File: src/rtl/core/pfr_pkg.sv
// pfr_pkg: shared types and constants for the pwm frequency ramp block
// no dependencies
package pfr_pkg;
   localparam int FREQ_BITS = 20;
   localparam logic [15:0] TIMER_MAX = 16'hFFFF;
   localparam logic [31:0] CLK_RESET = 32'd72000000;
   localparam logic [9:0] PERIOD_RESET = 10'd10;
   localparam logic [0:0] REG_CLK = 1'b0;
   localparam logic [0:0] REG_PERIOD = 1'b1;

   typedef struct packed {
      logic enable;
      logic [FREQ_BITS-1:0] target_freq;
      logic [15:0] ramp_time_ms;
      logic [31:0] now_ms;
   } req_type;

   typedef struct packed {
      logic pwm_on;
      logic [FREQ_BITS-1:0] current_freq;
      logic [15:0] prescaler;
      logic [15:0] reload;
      logic [15:0] compare;
      logic reprogrammed;
   } rsp_type;

   // divider operations
   localparam logic [1:0] DIV_STEPS = 2'd0;
   localparam logic [1:0] DIV_STEP = 2'd1;
   localparam logic [1:0] DIV_PRESC = 2'd2;
   localparam logic [1:0] DIV_RELOAD = 2'd3;

   // controller commands to the datapath
   typedef struct packed {
      logic load;       // latch request
      logic div_start;
      logic [1:0] div_op;
      logic decide;     // evaluate ramp decision
      logic prog_start; // begin timer programming
      logic finish;     // build result
   } cmd_type;

   typedef struct packed {
      logic div_done;
      logic need_prog;  // decision asks for timer programming
      logic presc_fit;  // prescaler within range
   } sts_type;
endpackage

File: src/rtl/core/pfr_if.sv
// pfr_if: valid/ready channel carrying one payload
// depends on pfr_pkg
interface pfr_req_if;
   import pfr_pkg::*;
   logic valid;
   logic ready;
   req_type data;
   modport source (output valid, output data, input ready);
   modport sink (input valid, input data, output ready);
endinterface

interface pfr_rsp_if;
   import pfr_pkg::*;
   logic valid;
   logic ready;
   rsp_type data;
   modport source (output valid, output data, input ready);
   modport sink (input valid, input data, output ready);
endinterface

File: src/rtl/core/pfr_div.sv
// pfr_div: 64 by 64 bit restoring divider, one quotient bit per cycle
// depends on pfr_pkg
module pfr_div
   import pfr_pkg::*;
(
   input  logic        clock,
   input  logic        reset,
   input  logic        start,
   input  logic [63:0] dividend,
   input  logic [63:0] divisor,
   output logic        done,
   output logic [63:0] quotient
);
   logic [63:0] quo_ff, quo_in, rem_ff, rem_in, den_ff, den_in;
   logic [6:0] cnt_ff, cnt_in;
   logic busy_ff, busy_in, done_ff, done_in;
   logic [64:0] trial;

   always_comb begin
      quo_in = quo_ff; rem_in = rem_ff; den_in = den_ff;
      cnt_in = cnt_ff; busy_in = busy_ff; done_in = 1'b0;
      trial = {rem_ff, quo_ff[63]};
      if (start) begin
         quo_in = dividend; rem_in = '0; den_in = divisor;
         cnt_in = 7'd0; busy_in = 1'b1;
      end else if (busy_ff) begin
         if (trial >= {1'b0, den_ff}) begin
            rem_in = 64'(trial - {1'b0, den_ff});
            quo_in = {quo_ff[62:0], 1'b1};
         end else begin
            rem_in = trial[63:0];
            quo_in = {quo_ff[62:0], 1'b0};
         end
         cnt_in = cnt_ff + 7'd1;
         if (cnt_ff == 7'd63) begin
            busy_in = 1'b0; done_in = 1'b1;
         end
      end
   end

   always_ff @(posedge clock) begin
      quo_ff <= quo_in; rem_ff <= rem_in; den_ff <= den_in; cnt_ff <= cnt_in;
      if (reset) begin
         busy_ff <= 1'b0; done_ff <= 1'b0;
      end else begin
         busy_ff <= busy_in; done_ff <= done_in;
      end
   end

   assign done = done_ff;
   assign quotient = quo_ff;
endmodule

File: src/rtl/core/pfr_datapath.sv
// pfr_datapath: ramp state, step arithmetic and timer settings
// depends on pfr_pkg, pfr_div
module pfr_datapath
   import pfr_pkg::*;
(
   input  logic        clock,
   input  logic        reset,
   input  cmd_type     cmd,
   output sts_type     sts,
   input  req_type     req,
   input  logic [31:0] clk_hz,
   input  logic [9:0]  period_ms,
   output rsp_type     result
);
   req_type r_ff;
   logic [FREQ_BITS-1:0] freq_ff, freq_in, pfreq_ff, pfreq_in;
   logic run_ff, run_in, touch_ff, touch_in, prog_ff, prog_in;
   logic [31:0] last_ff, last_in;
   logic [15:0] presc_ff, presc_in, rel_ff, rel_in;
   logic [15:0] steps_ff, steps_in;
   logic [FREQ_BITS:0] step_ff, step_in;
   logic [16:0] pval_ff, pval_in;
   logic [15:0] per;
   logic [63:0] dvd, dvs, quo;
   logic [FREQ_BITS-1:0] tgt, base;
   logic [FREQ_BITS:0] nxt;
   logic [31:0] fr;
   logic ddone;

   pfr_div u_div (.clock, .reset, .start(cmd.div_start), .dividend(dvd),
      .divisor(dvs), .done(ddone), .quotient(quo));

   assign per = (period_ms == '0) ? 16'd1 : {6'd0, period_ms};
   assign tgt = r_ff.enable ? r_ff.target_freq : '0;
   assign base = r_ff.enable ? ((r_ff.target_freq == '0) ? FREQ_BITS'(1) : r_ff.target_freq)
                             : freq_ff;
   assign fr = (pfreq_ff == '0) ? 32'd1 : 32'(pfreq_ff);

   always_comb begin
      dvd = '0; dvs = 64'd1;
      case (cmd.div_op)
         DIV_STEPS: begin dvd = 64'(r_ff.ramp_time_ms); dvs = 64'(per); end
         DIV_STEP: begin
            dvd = 64'(base) + 64'(steps_ff) - 64'd1; dvs = 64'(steps_ff);
         end
         DIV_PRESC: begin dvd = 64'(clk_hz); dvs = 64'(fr) * 64'd65537; end
         DIV_RELOAD: begin dvd = 64'(clk_hz); dvs = 64'(49'(pval_ff) * 49'(fr)); end
         default: ;
      endcase
   end

   always_comb begin
      freq_in = freq_ff; run_in = run_ff; last_in = last_ff; touch_in = touch_ff;
      presc_in = presc_ff; rel_in = rel_ff; pfreq_in = pfreq_ff; prog_in = prog_ff;
      steps_in = steps_ff; step_in = step_ff; pval_in = pval_ff;
      nxt = (FREQ_BITS+1)'(freq_ff) + step_ff;
      if (cmd.load) begin
         touch_in = 1'b0; prog_in = 1'b0;
      end
      if (ddone) begin
         case (cmd.div_op)
            DIV_STEPS: steps_in = (quo == '0) ? 16'd1 : quo[15:0];
            DIV_STEP: step_in = (quo == '0) ? (FREQ_BITS+1)'(1) : quo[FREQ_BITS:0];
            DIV_PRESC: pval_in = (quo > 64'(TIMER_MAX)) ? 17'h1FFFF : 17'(quo) + 17'd1;
            DIV_RELOAD: begin
               if (quo != '0 && quo <= 64'h10000) begin
                  presc_in = 16'(pval_ff - 17'd1);
                  rel_in = 16'(quo - 64'd1);
               end
            end
            default: ;
         endcase
      end
      if (cmd.decide) begin
         if (r_ff.ramp_time_ms == '0) begin
            freq_in = tgt;
            if (tgt == '0) run_in = 1'b0;
            else begin run_in = 1'b1; prog_in = 1'b1; pfreq_in = tgt; end
         end else if ((r_ff.now_ms - last_ff) >= 32'(per)) begin
            last_in = r_ff.now_ms;
            if (freq_ff < tgt) begin
               if (freq_ff == '0) begin
                  run_in = 1'b1; freq_in = FREQ_BITS'(1);
                  pfreq_in = FREQ_BITS'(1); prog_in = 1'b1;
               end else begin
                  freq_in = (nxt > (FREQ_BITS+1)'(tgt)) ? tgt : nxt[FREQ_BITS-1:0];
                  pfreq_in = freq_in; prog_in = 1'b1;
               end
            end else if (freq_ff > tgt) begin
               if ((FREQ_BITS+1)'(freq_ff) <= step_ff) begin
                  freq_in = '0; run_in = 1'b0;
               end else begin
                  freq_in = FREQ_BITS'((FREQ_BITS+1)'(freq_ff) - step_ff);
                  pfreq_in = freq_in; prog_in = 1'b1;
               end
            end else if (freq_ff == '0) run_in = 1'b0;
         end
      end
      if (cmd.prog_start) begin
         touch_in = 1'b1; presc_in = TIMER_MAX; rel_in = TIMER_MAX;
      end
   end

   always_ff @(posedge clock) begin
      if (cmd.load) r_ff <= req;
      steps_ff <= steps_in; step_ff <= step_in; pval_ff <= pval_in;
      pfreq_ff <= pfreq_in;
      // finish can coincide with the last divider result, so take next values
      if (cmd.finish) begin
         result.pwm_on <= run_in;
         result.current_freq <= freq_in;
         result.prescaler <= presc_in;
         result.reload <= rel_in;
         result.compare <= 16'((17'(rel_in) + 17'd1) >> 1);
         result.reprogrammed <= touch_in;
      end
      if (reset) begin
         freq_ff <= '0; run_ff <= 1'b0; last_ff <= '0; presc_ff <= '0; rel_ff <= '0;
         touch_ff <= 1'b0; prog_ff <= 1'b0;
      end else begin
         freq_ff <= freq_in; run_ff <= run_in; last_ff <= last_in; presc_ff <= presc_in;
         rel_ff <= rel_in; touch_ff <= touch_in; prog_ff <= prog_in;
      end
   end

   assign sts.div_done = ddone;
   assign sts.need_prog = prog_ff;
   assign sts.presc_fit = (pval_ff != 17'h1FFFF);
endmodule

File: src/rtl/core/pfr_ctrl.sv
// pfr_ctrl: sequencer for one update, drives divider steps and handshakes
// depends on pfr_pkg
module pfr_ctrl
   import pfr_pkg::*;
(
   input  logic    clock,
   input  logic    reset,
   input  logic    req_valid,
   output logic    req_ready,
   output logic    rsp_valid,
   input  logic    rsp_ready,
   output cmd_type cmd,
   input  sts_type sts
);
   localparam logic [2:0] S_IDLE = 3'd0, S_STEPS = 3'd1, S_STEP = 3'd2,
      S_DECIDE = 3'd3, S_PRESC = 3'd4, S_RELOAD = 3'd5, S_FINISH = 3'd6, S_OUT = 3'd7;
   logic [2:0] st_ff, st_in;
   logic kick_ff, kick_in;

   always_comb begin
      st_in = st_ff; kick_in = 1'b0; cmd = '0;
      req_ready = (st_ff == S_IDLE);
      rsp_valid = (st_ff == S_OUT);
      case (st_ff)
         S_IDLE: if (req_valid) begin
            cmd.load = 1'b1; st_in = S_STEPS; kick_in = 1'b1;
         end
         S_STEPS: begin
            cmd.div_op = DIV_STEPS; cmd.div_start = kick_ff;
            if (sts.div_done) begin st_in = S_STEP; kick_in = 1'b1; end
         end
         S_STEP: begin
            cmd.div_op = DIV_STEP; cmd.div_start = kick_ff;
            if (sts.div_done) st_in = S_DECIDE;
         end
         S_DECIDE: begin cmd.decide = 1'b1; st_in = S_FINISH; kick_in = 1'b1; end
         S_FINISH: begin
            // decision result is registered, check it here
            if (sts.need_prog) begin
               cmd.prog_start = 1'b1; st_in = S_PRESC; kick_in = 1'b1;
            end else begin
               cmd.finish = 1'b1; st_in = S_OUT;
            end
         end
         S_PRESC: begin
            cmd.div_op = DIV_PRESC; cmd.div_start = kick_ff;
            if (sts.div_done) begin st_in = S_RELOAD; kick_in = 1'b1; end
         end
         S_RELOAD: begin
            cmd.div_op = DIV_RELOAD;
            cmd.div_start = kick_ff & sts.presc_fit;
            if (kick_ff && !sts.presc_fit) st_in = S_OUT;
            if (sts.div_done) st_in = S_OUT;
            if (st_in == S_OUT) cmd.finish = 1'b1;
         end
         S_OUT: if (rsp_ready) st_in = S_IDLE;
         default: st_in = S_IDLE;
      endcase
   end

   always_ff @(posedge clock) begin
      if (reset) begin
         st_ff <= S_IDLE; kick_ff <= 1'b0;
      end else begin
         st_ff <= st_in; kick_ff <= kick_in;
      end
   end
endmodule

File: src/rtl/core/pwm_frequency_ramp.sv
// pwm_frequency_ramp: top level, apb registers, controller and datapath
// depends on pfr_pkg, pfr_if, pfr_ctrl, pfr_datapath
//
// channel | dir | transfer
// req     | in  | one update: enable, target, ramp time, tick
// rsp     | out | one result per update
// csr     | in  | apb: timer clock at 0x0, step period at 0x4
//
// the result is offered once the bit-serial divider has run twice, or up to four times when
// the timer is reprogrammed. one update at a time; the next can be taken in the cycle after the
// result transfer. a stalled result holds the block; reset is synchronous and restores the apb
// registers, the controller and the ramp frequency and timer settings, not the request or result.
module pwm_frequency_ramp
   import pfr_pkg::*;
(
   input  logic        clock,
   input  logic        reset,
   pfr_req_if.sink     req,
   pfr_rsp_if.source   rsp,
   input  logic        csr_psel,
   input  logic        csr_penable,
   input  logic        csr_pwrite,
   input  logic [2:0]  csr_paddr,
   input  logic [31:0] csr_pwdata,
   output logic [31:0] csr_prdata,
   output logic        csr_pready
);
   logic [31:0] clk_ff;
   logic [9:0] per_ff;
   cmd_type cmd;
   sts_type sts;
   logic wr;

   assign csr_pready = 1'b1;
   assign wr = csr_psel & csr_penable & csr_pwrite;
   assign csr_prdata = (csr_paddr[2] == REG_PERIOD) ? {22'd0, per_ff} : clk_ff;

   always_ff @(posedge clock) begin
      if (reset) begin
         clk_ff <= CLK_RESET; per_ff <= PERIOD_RESET;
      end else if (wr && csr_paddr[1:0] == 2'd0) begin
         if (csr_paddr[2] == REG_CLK) clk_ff <= csr_pwdata;
         else per_ff <= csr_pwdata[9:0];
      end
   end

   pfr_ctrl u_ctrl (.clock, .reset, .req_valid(req.valid), .req_ready(req.ready),
      .rsp_valid(rsp.valid), .rsp_ready(rsp.ready), .cmd, .sts);

   pfr_datapath u_dp (.clock, .reset, .cmd, .sts, .req(req.data), .clk_hz(clk_ff),
      .period_ms(per_ff), .result(rsp.data));
endmodule

File: src/flat_wrapper.sv
// flat-port wrapper written by rule: the top's interface ports become plain ports
module pwm_frequency_ramp_flat import pfr_pkg::*;
  (clock, reset, csr_psel, csr_penable, csr_pwrite, csr_paddr, csr_pwdata, csr_prdata, csr_pready, req_valid, req_data, req_ready, rsp_valid, rsp_data, rsp_ready);
  pfr_req_if req_i ();
  pfr_rsp_if rsp_i ();
  input  logic clock;
  input  logic reset;
  input  logic csr_psel;
  input  logic csr_penable;
  input  logic csr_pwrite;
  input  logic [2:0] csr_paddr;
  input  logic [31:0] csr_pwdata;
  output logic [31:0] csr_prdata;
  output logic csr_pready;
  input wire logic [$bits(req_i.valid)-1:0] req_valid;
  input wire logic [$bits(req_i.data)-1:0] req_data;
  output wire logic [$bits(req_i.ready)-1:0] req_ready;
  output wire logic [$bits(rsp_i.valid)-1:0] rsp_valid;
  output wire logic [$bits(rsp_i.data)-1:0] rsp_data;
  input wire logic [$bits(rsp_i.ready)-1:0] rsp_ready;
  assign req_i.valid = req_valid;
  assign req_i.data = req_data;
  assign req_ready = req_i.ready;
  assign rsp_valid = rsp_i.valid;
  assign rsp_data = rsp_i.data;
  assign rsp_i.ready = rsp_ready;
  pwm_frequency_ramp u_core (.clock(clock), .reset(reset), .req(req_i), .rsp(rsp_i), .csr_psel(csr_psel), .csr_penable(csr_penable), .csr_pwrite(csr_pwrite), .csr_paddr(csr_paddr), .csr_pwdata(csr_pwdata), .csr_prdata(csr_prdata), .csr_pready(csr_pready));
endmodule
File: config.mk
export PLATFORM = sky130hd
export DESIGN_NAME = pwm_frequency_ramp_flat
export DESIGN_NICKNAME = d
export VERILOG_FILES = /design/src/rtl/core/pfr_pkg.sv /design/src/rtl/core/pfr_if.sv /design/src/rtl/core/pfr_div.sv /design/src/rtl/core/pfr_datapath.sv /design/src/rtl/core/pfr_ctrl.sv /design/src/rtl/core/pwm_frequency_ramp.sv /design/src/flat_wrapper.sv
export SDC_FILE = /design/constraint.sdc
export NUM_CORES = 2
export LEC_CHECK = 0
export BUFFER_PORTS_ARGS = -buffer_cell sky130_fd_sc_hd__buf_4
export CORE_MARGIN = 5
export CORE_UTILIZATION = 52
export DETAILED_ROUTE_END_ITERATION = 10
export MAX_ROUTING_LAYER = met4
export PLACE_DENSITY = 0.81
export SLEW_MARGIN = 20
export SYNTH_ARGS = -nofsm -noshare
export SYNTH_HDL_FRONTEND = slang
export SYNTH_HIERARCHICAL = 1
export SYNTH_SLANG_ARGS = --single-unit
File: constraint.sdc
create_clock -name clock -period 15.7 [get_ports clock]
set_clock_uncertainty 0.15 [all_clocks]
set_input_delay 3.14 -clock clock [delete_from_list [all_inputs] [get_ports clock]]
set_output_delay 3.14 -clock clock [all_outputs]
set_load 0.02 [all_outputs]
After elaboration in Yosys (flattened, before gate mapping)
Index checks and enable logic that the tools add are counted.
W data, S select, Z words.
{ "totals": {"wordCells": 185, "regBits": 547, "output_inout_bits": 105, "inputBits": 111} }
{ "classes": {"multipliers": 2, "eq_ne": 20, "magnitude_cmp": 8, "n_mux": 78, "reduce_logical": 29, "bitwise": 6, "n_addsub": 11} }
{ "op_table": {"columns": ["cell", "count"], "rows": [
  ["$mux W20", 18],
  ["$pmux W64 S4", 1],
  ["$mux W64", 3],
  ["$pmux W64 S3", 1],
  ["$mux W16", 8],
  ["$logic_not A20 Y1", 4],
  ["$ge A65 B64 Y1", 1],
  ["$gt A64 B16 Y1 const B", 1],
  ["$le A64 B17 Y1 const B", 1],
  ["$logic_not A64 Y1", 1],
  ["$reduce_bool A64 Y1", 1],
  ["$sub A64 B64 Y64", 1],
  ["$mul A17 B20 Y37", 1],
  ["$mul A20 B17 Y37 const B", 1],
  ["$ge A32 B10 Y1", 1],
  ["$mux W1", 32],
  ["$mux W32", 1],
  ["$sub A16 B1 Y16 const B", 2],
  ["$sub A32 B32 Y32", 1],
  ["$mux W3", 8],
  ["$pmux W3 S8", 1],
  ["$sub A21 B1 Y22 const B", 1],
  ["$add A20 B16 Y21", 1],
  ["$add A20 B21 Y21", 1],
  ["other kinds (38)", 62]
]} }

Depth between registers and ports, before layout
{ "depth": {"depth_word": 9, "depth_mapped": 30, "depth_no_buf": 29} }

Modules after synthesis
Netlist, hierarchy kept.
{ "by_module_without_submodules": {"columns": ["module", "cells_each", "instances", "seq_area_each_um2", "area_each_um2"], "rows": [
  ["pfr_datapath", 3586, 1, 8137.8, 32162.1],
  ["pfr_div", 1244, 1, 5305.1, 12177.9],
  ["pwm_frequency_ramp", 215, 1, 840.8, 2115.8],
  ["pfr_ctrl", 54, 1, 80.1, 382.9]
]} }

Worst setup path after synthesis
No wires, ideal clock.
{ "synth_path": {"path_kind": "register -> register", "start": "register u_core.u_ctrl.st_ff[2]", "end": "register u_core.u_dp.u_div.quo_ff[0] (netlist: u_core/u_dp/u_div/quotient[0]), enable pin", "slack_ps": 7799, "period_less_slack_ps": 7901, "t_arrival_ps": 7357, "setup_time_ps": 394, "stages_incl_launch_ff": 8, "required_time_ps": 15156, "path_buffers": 4, "cell_sequence": "dfxtp_1 -> buf_6 -> clkbuf_1 -> nor3_1 -> nor3b_1 -> clkbuf_1 -> clkbuf_1 -> or2_2"} }
{ "synth_rtl": {"columns": ["item", "line", "rtl"], "rows": [
  ["from (decl)", "pfr_ctrl.sv:17", "logic [2:0] st_ff, st_in;"],
  ["from (signal assigned)", "pfr_ctrl.sv:65", "st_ff <= st_in; kick_ff <= kick_in;"],
  ["to (signal assigned)", "pfr_div.sv:42", "quo_ff <= quo_in; rem_ff <= rem_in; den_ff <= den_in; cnt_ff <= cnt_in;"],
  ["to (decl)", "pfr_div.sv:14", "logic [63:0] quo_ff, quo_in, rem_ff, rem_in, den_ff, den_in;"]
]} }

Worst setup path after layout
{ "layout_path": {"start": "register u_core.u_dp.pfreq_ff[12]", "end": "register u_core.u_dp.u_div.den_ff[29], data pin"} }
{ "layout_between": {"elab_chain_cells": 4, "elab_cells_between_ends": 5, "classes_between": "mul: 2; mux: 2; reduce/logical: 1"} }
{ "layout_lines": {"columns": ["item", "line", "rtl"], "rows": [
  ["from (decl)", "pfr_datapath.sv:16", "logic [FREQ_BITS-1:0] freq_ff, freq_in, pfreq_ff, pfreq_in;"],
  ["from (signal assigned)", "pfr_datapath.sv:107", "pfreq_ff <= pfreq_in;"],
  ["$logic_not A20 Y1", "pfr_datapath.sv:37", "assign fr = (pfreq_ff == '0) ? 32'd1 : 32'(pfreq_ff);"],
  ["$mux W20 *", "pfr_datapath.sv:37", null],
  ["$mul A17 B20 Y37 or $mul A20 B17 Y37 (tied branches)", "pfr_datapath.sv:47, pfr_datapath.sv:46", null],
  ["$pmux W64 S4 *", "pfr_datapath.sv:41", "case (cmd.div_op)"],
  ["named net u_core.u_dp.dvs[29]", "pfr_datapath.sv:24", "logic [63:0] dvd, dvs, quo;"],
  ["to (signal assigned)", "pfr_div.sv:42", null],
  ["to (decl)", "pfr_div.sv:14", null]
]} }
Mark *: on every way through the listed nets, which the timed path passes. The rest lies on a longest branch. The select of a mux whose other input is x is not followed.
A chain may end at the register's enable or synchronous reset.

==> impl_metrics.ini <==
[outcome]
outcome = completed

[global_route]
grt_max_degree = 182
grt_usage = 0.285
grt_first_pass_wirelength_um = 211000
grt_overflow = 0
grt_pass1_vias = 37000
antenna_found_initial = 4

[critical_path]
rrSetupSlack_ps = 7330
r2r_cells = 28
cp_slowest_stage_delay_ps = 860
crit_type = register to register
end_kind = register
required_ps = 15950
crit_slowest_cell = a2111oi_0
path_common_cell = inv_1
worstReg2RegStart = u_core/u_dp/pfreq_ff[12]$_DFFE_PP_
worst-path-max-fanout = 24
r2r-end = u_core/u_dp/u_div/den_ff[29]$_DFFE_PP_
start_kind = register
crit_arrival_ps = 8620

[layout]
fin_area_um2 = 51000
area_growth_pct = 8.96
layout.nets = 5866
layout-drive-gt1-share = 0.102

[timing]
finalSetupViolCount = 0
relSlewSlack = 0.190
finalSetupTns_ps = 0
tightestPinTransition_ps = 1200
hold_viol = 0
fmaxAchievable_mhz = 120
rsz0062_at_grt = false
layout_worst_path_cycle_share = 0.533
layout_min_cycle_time_ps = 8370
hold_ws_ps = 337
slew_violations = 0

[die]
initial_core_util = 0.522
coreArea_um2 = 89700
dieArea_um2 = 96200
dieHeight_um = 310
placementRows = 110
ios = 216
die_w_um = 310

[synthesis]
synth.ff_latch_count = 547
synthTopCellsByArea = edfxtp_1, fa_1, ha_1
synthArstFlopShare = 0
synth_edf_count = 341
yosysTopAreaCellShare = 0.219
synth_cells = 5099
syn_avg_cell_area_um2 = 9.19
post-synth-top-count-cell = inv_1
synth_ff_type = edfxtp_1
ys_seq_area_frac = 0.307
netlist_area_um2 = 46800
yosys-top-cells-count = inv_1, nand2_1, ha_1
synth.distinct_cells = 118
synth_top_area_cell = edfxtp_1
yosysWarnings = 6

[detailed_routing]
final_antenna_net_count = 0
vias = 37900
wl_um = 136000
drc = 0
drt_iter0_drc = 3967
viasPerCell = 5.96
first_pass_iters = 6
wl_per_cell_um = 21.3

[clock_tree]
cts_buffers = 59
cts.path.max_buffers = 3
cts_sinks = 547
cts_root_buffer = clkbuf_16
htreeDepth = 2
cts_tree = done
path_clk_slew_ps = 70
cts_resized = 0
holdBufCountCts = 0
insertion_delay_ps = 700
post_cts_buffers = 0

[pwr]
max-vdd-ir-drop_uv = 110
power_mw = 4.63
power.density_nw_per_um2 = 90.6
power_leakage_nw = 22.0

[hold_path]
holdCritStartpoint = u_core/clk_ff[21]$_SDFFE_PP0P_
hold_end = u_core/clk_ff[21]$_SDFFE_PP0P_
min_path_type = register to register
worst_hold_path.num_cells = 2

[placement]
placed_cell_area_um2 = 49000
dp_hpwl_um = 104000
portBuffers = 214
gp_congestion = 0.988

[job]
maxCapViolCount = 0
registers in the layout (all words and copies together) (netlist names), 3 cells and up:
register,cells
u_core/u_dp/step_ff,21
u_core/u_dp/pfreq_ff,20
u_core/u_dp/result,70
u_core/u_dp/u_div/cnt_ff,7
u_core/u_dp/presc_ff,16
u_core/u_dp/rel_ff,16
u_core/u_dp/u_div/quotient,64
u_core/u_dp/pval_ff,17
u_core/u_dp/last_ff,32
u_core/u_dp/freq_ff,20
u_core/u_dp/u_div/den_ff,64
u_core/u_dp/r_ff,69
u_core/clk_ff,32
u_core/per_ff,10
u_core/u_ctrl/st_ff,3
u_core/u_dp/u_div/rem_ff,64
u_core/u_dp/steps_ff,16
kinds of logic after synthesis:
logic type | Yosys count | share of synthesized area
AND/OR/NAND/NOR | 1581 | 0.168
AO/OA/AOI/OAI | 972 | 0.140
buffers and inverters | 920 | 0.0787
adder cells (fa/ha/maj) | 625 | 0.211
flip-flops | 547 | 0.307
multiplexers | 239 | 0.0557
XOR/XNOR | 213 | 0.0398
other | 2 | 0.000160
through the flow:
stage / util / setup WS [ps] / instances
detailed placement: 0.546 / 7470 / 6245
finish: 0.569 / 7330 / 6361
floorplan: - / 7800 / 5125
CTS: 0.569 / 7430 / 6357
global route: 0.569 / 6880 / 6361
global placement: 0.546 / 7640 / 6245
worst max-delay path by stage:
stage               cells past startpoint                                      end                           startpoint
finish                                 28   u_core/u_dp/u_div/den_ff[29]$_DFFE_PP_   u_core/u_dp/pfreq_ff[12]$_DFFE_PP_
global route                           28   u_core/u_dp/u_div/den_ff[29]$_DFFE_PP_    u_core/u_dp/pfreq_ff[9]$_DFFE_PP_
CTS                                    28   u_core/u_dp/u_div/den_ff[29]$_DFFE_PP_    u_core/u_dp/pfreq_ff[9]$_DFFE_PP_
detailed placement                     28   u_core/u_dp/u_div/den_ff[29]$_DFFE_PP_    u_core/u_dp/pfreq_ff[9]$_DFFE_PP_
global placement                       28   u_core/u_dp/u_div/den_ff[29]$_DFFE_PP_    u_core/u_dp/pfreq_ff[9]$_DFFE_PP_
floorplan                               7  u_core/u_dp/u_div/quotient[0]$_DFFE_PP_  u_core/u_ctrl/st_ff[2]$_SDFFE_PP0P_
final cells by class:
cell class,instances,area [um^2]
antenna,4,10.0
clock buffer,75,1630
clock inverter,37,418
fill,7699,38700
inverter,615,2310
multi-input combinational,3658,29000
sequential,547,14400
tap,1176,1470
timing repair buffer,249,1880
metal layers:
layer / track usage / wire [um]
met1: 0.383 / 56400
met2: 0.446 / 62100
met3: 0.0535 / 12600
met4: 0.0826 / 4630
met5: - / 0
cell usage in the layout, fill, tap and decap left out, types with 32 or more instances in the layout:
cell	netlist	final
nand2b_1	93	93
o22ai_1	35	35
buf_4	12	248
a21o_1	83	83
edfxtp_1	341	341
a21oi_1	284	283
nor2b_1	69	68
nand2_1	482	482
fa_1	275	275
clkbuf_16	0	60
inv_1	614	613
ha_1	350	350
nand4_1	62	62
nor3_1	65	64
xor2_1	79	79
and2_1	191	189
mux2i_1	145	145
nor4_1	48	47
nand3_1	72	72
nor2_1	344	344
o21bai_1	32	32
mux2_2	84	84
a211oi_1	86	86
dfxtp_1	206	205
xnor2_1	134	134
and3_1	39	39
o21ai_0	151	150
where the power goes:
part | switching (mW) | internal (mW) | total [mW]
registers | 0.103 | 1.64 | 1.75
logic | 0.839 | 0.579 | 1.42
clock network | 0.632 | 0.828 | 1.46
total | 1.57 | 3.05 | 4.63
worst max-delay path: cells and delay by family, from the launching register on:
family	cells	cell delay [ps]
AO/OA/AOI/OAI	7	2050
XOR/XNOR	1	170
AND/OR/NAND/NOR	8	1820
flip-flops	1	750
adder cells (fa/ha/maj)	7	2840
buffers and inverters	5	260
Power figures use the tool's default switching activity.
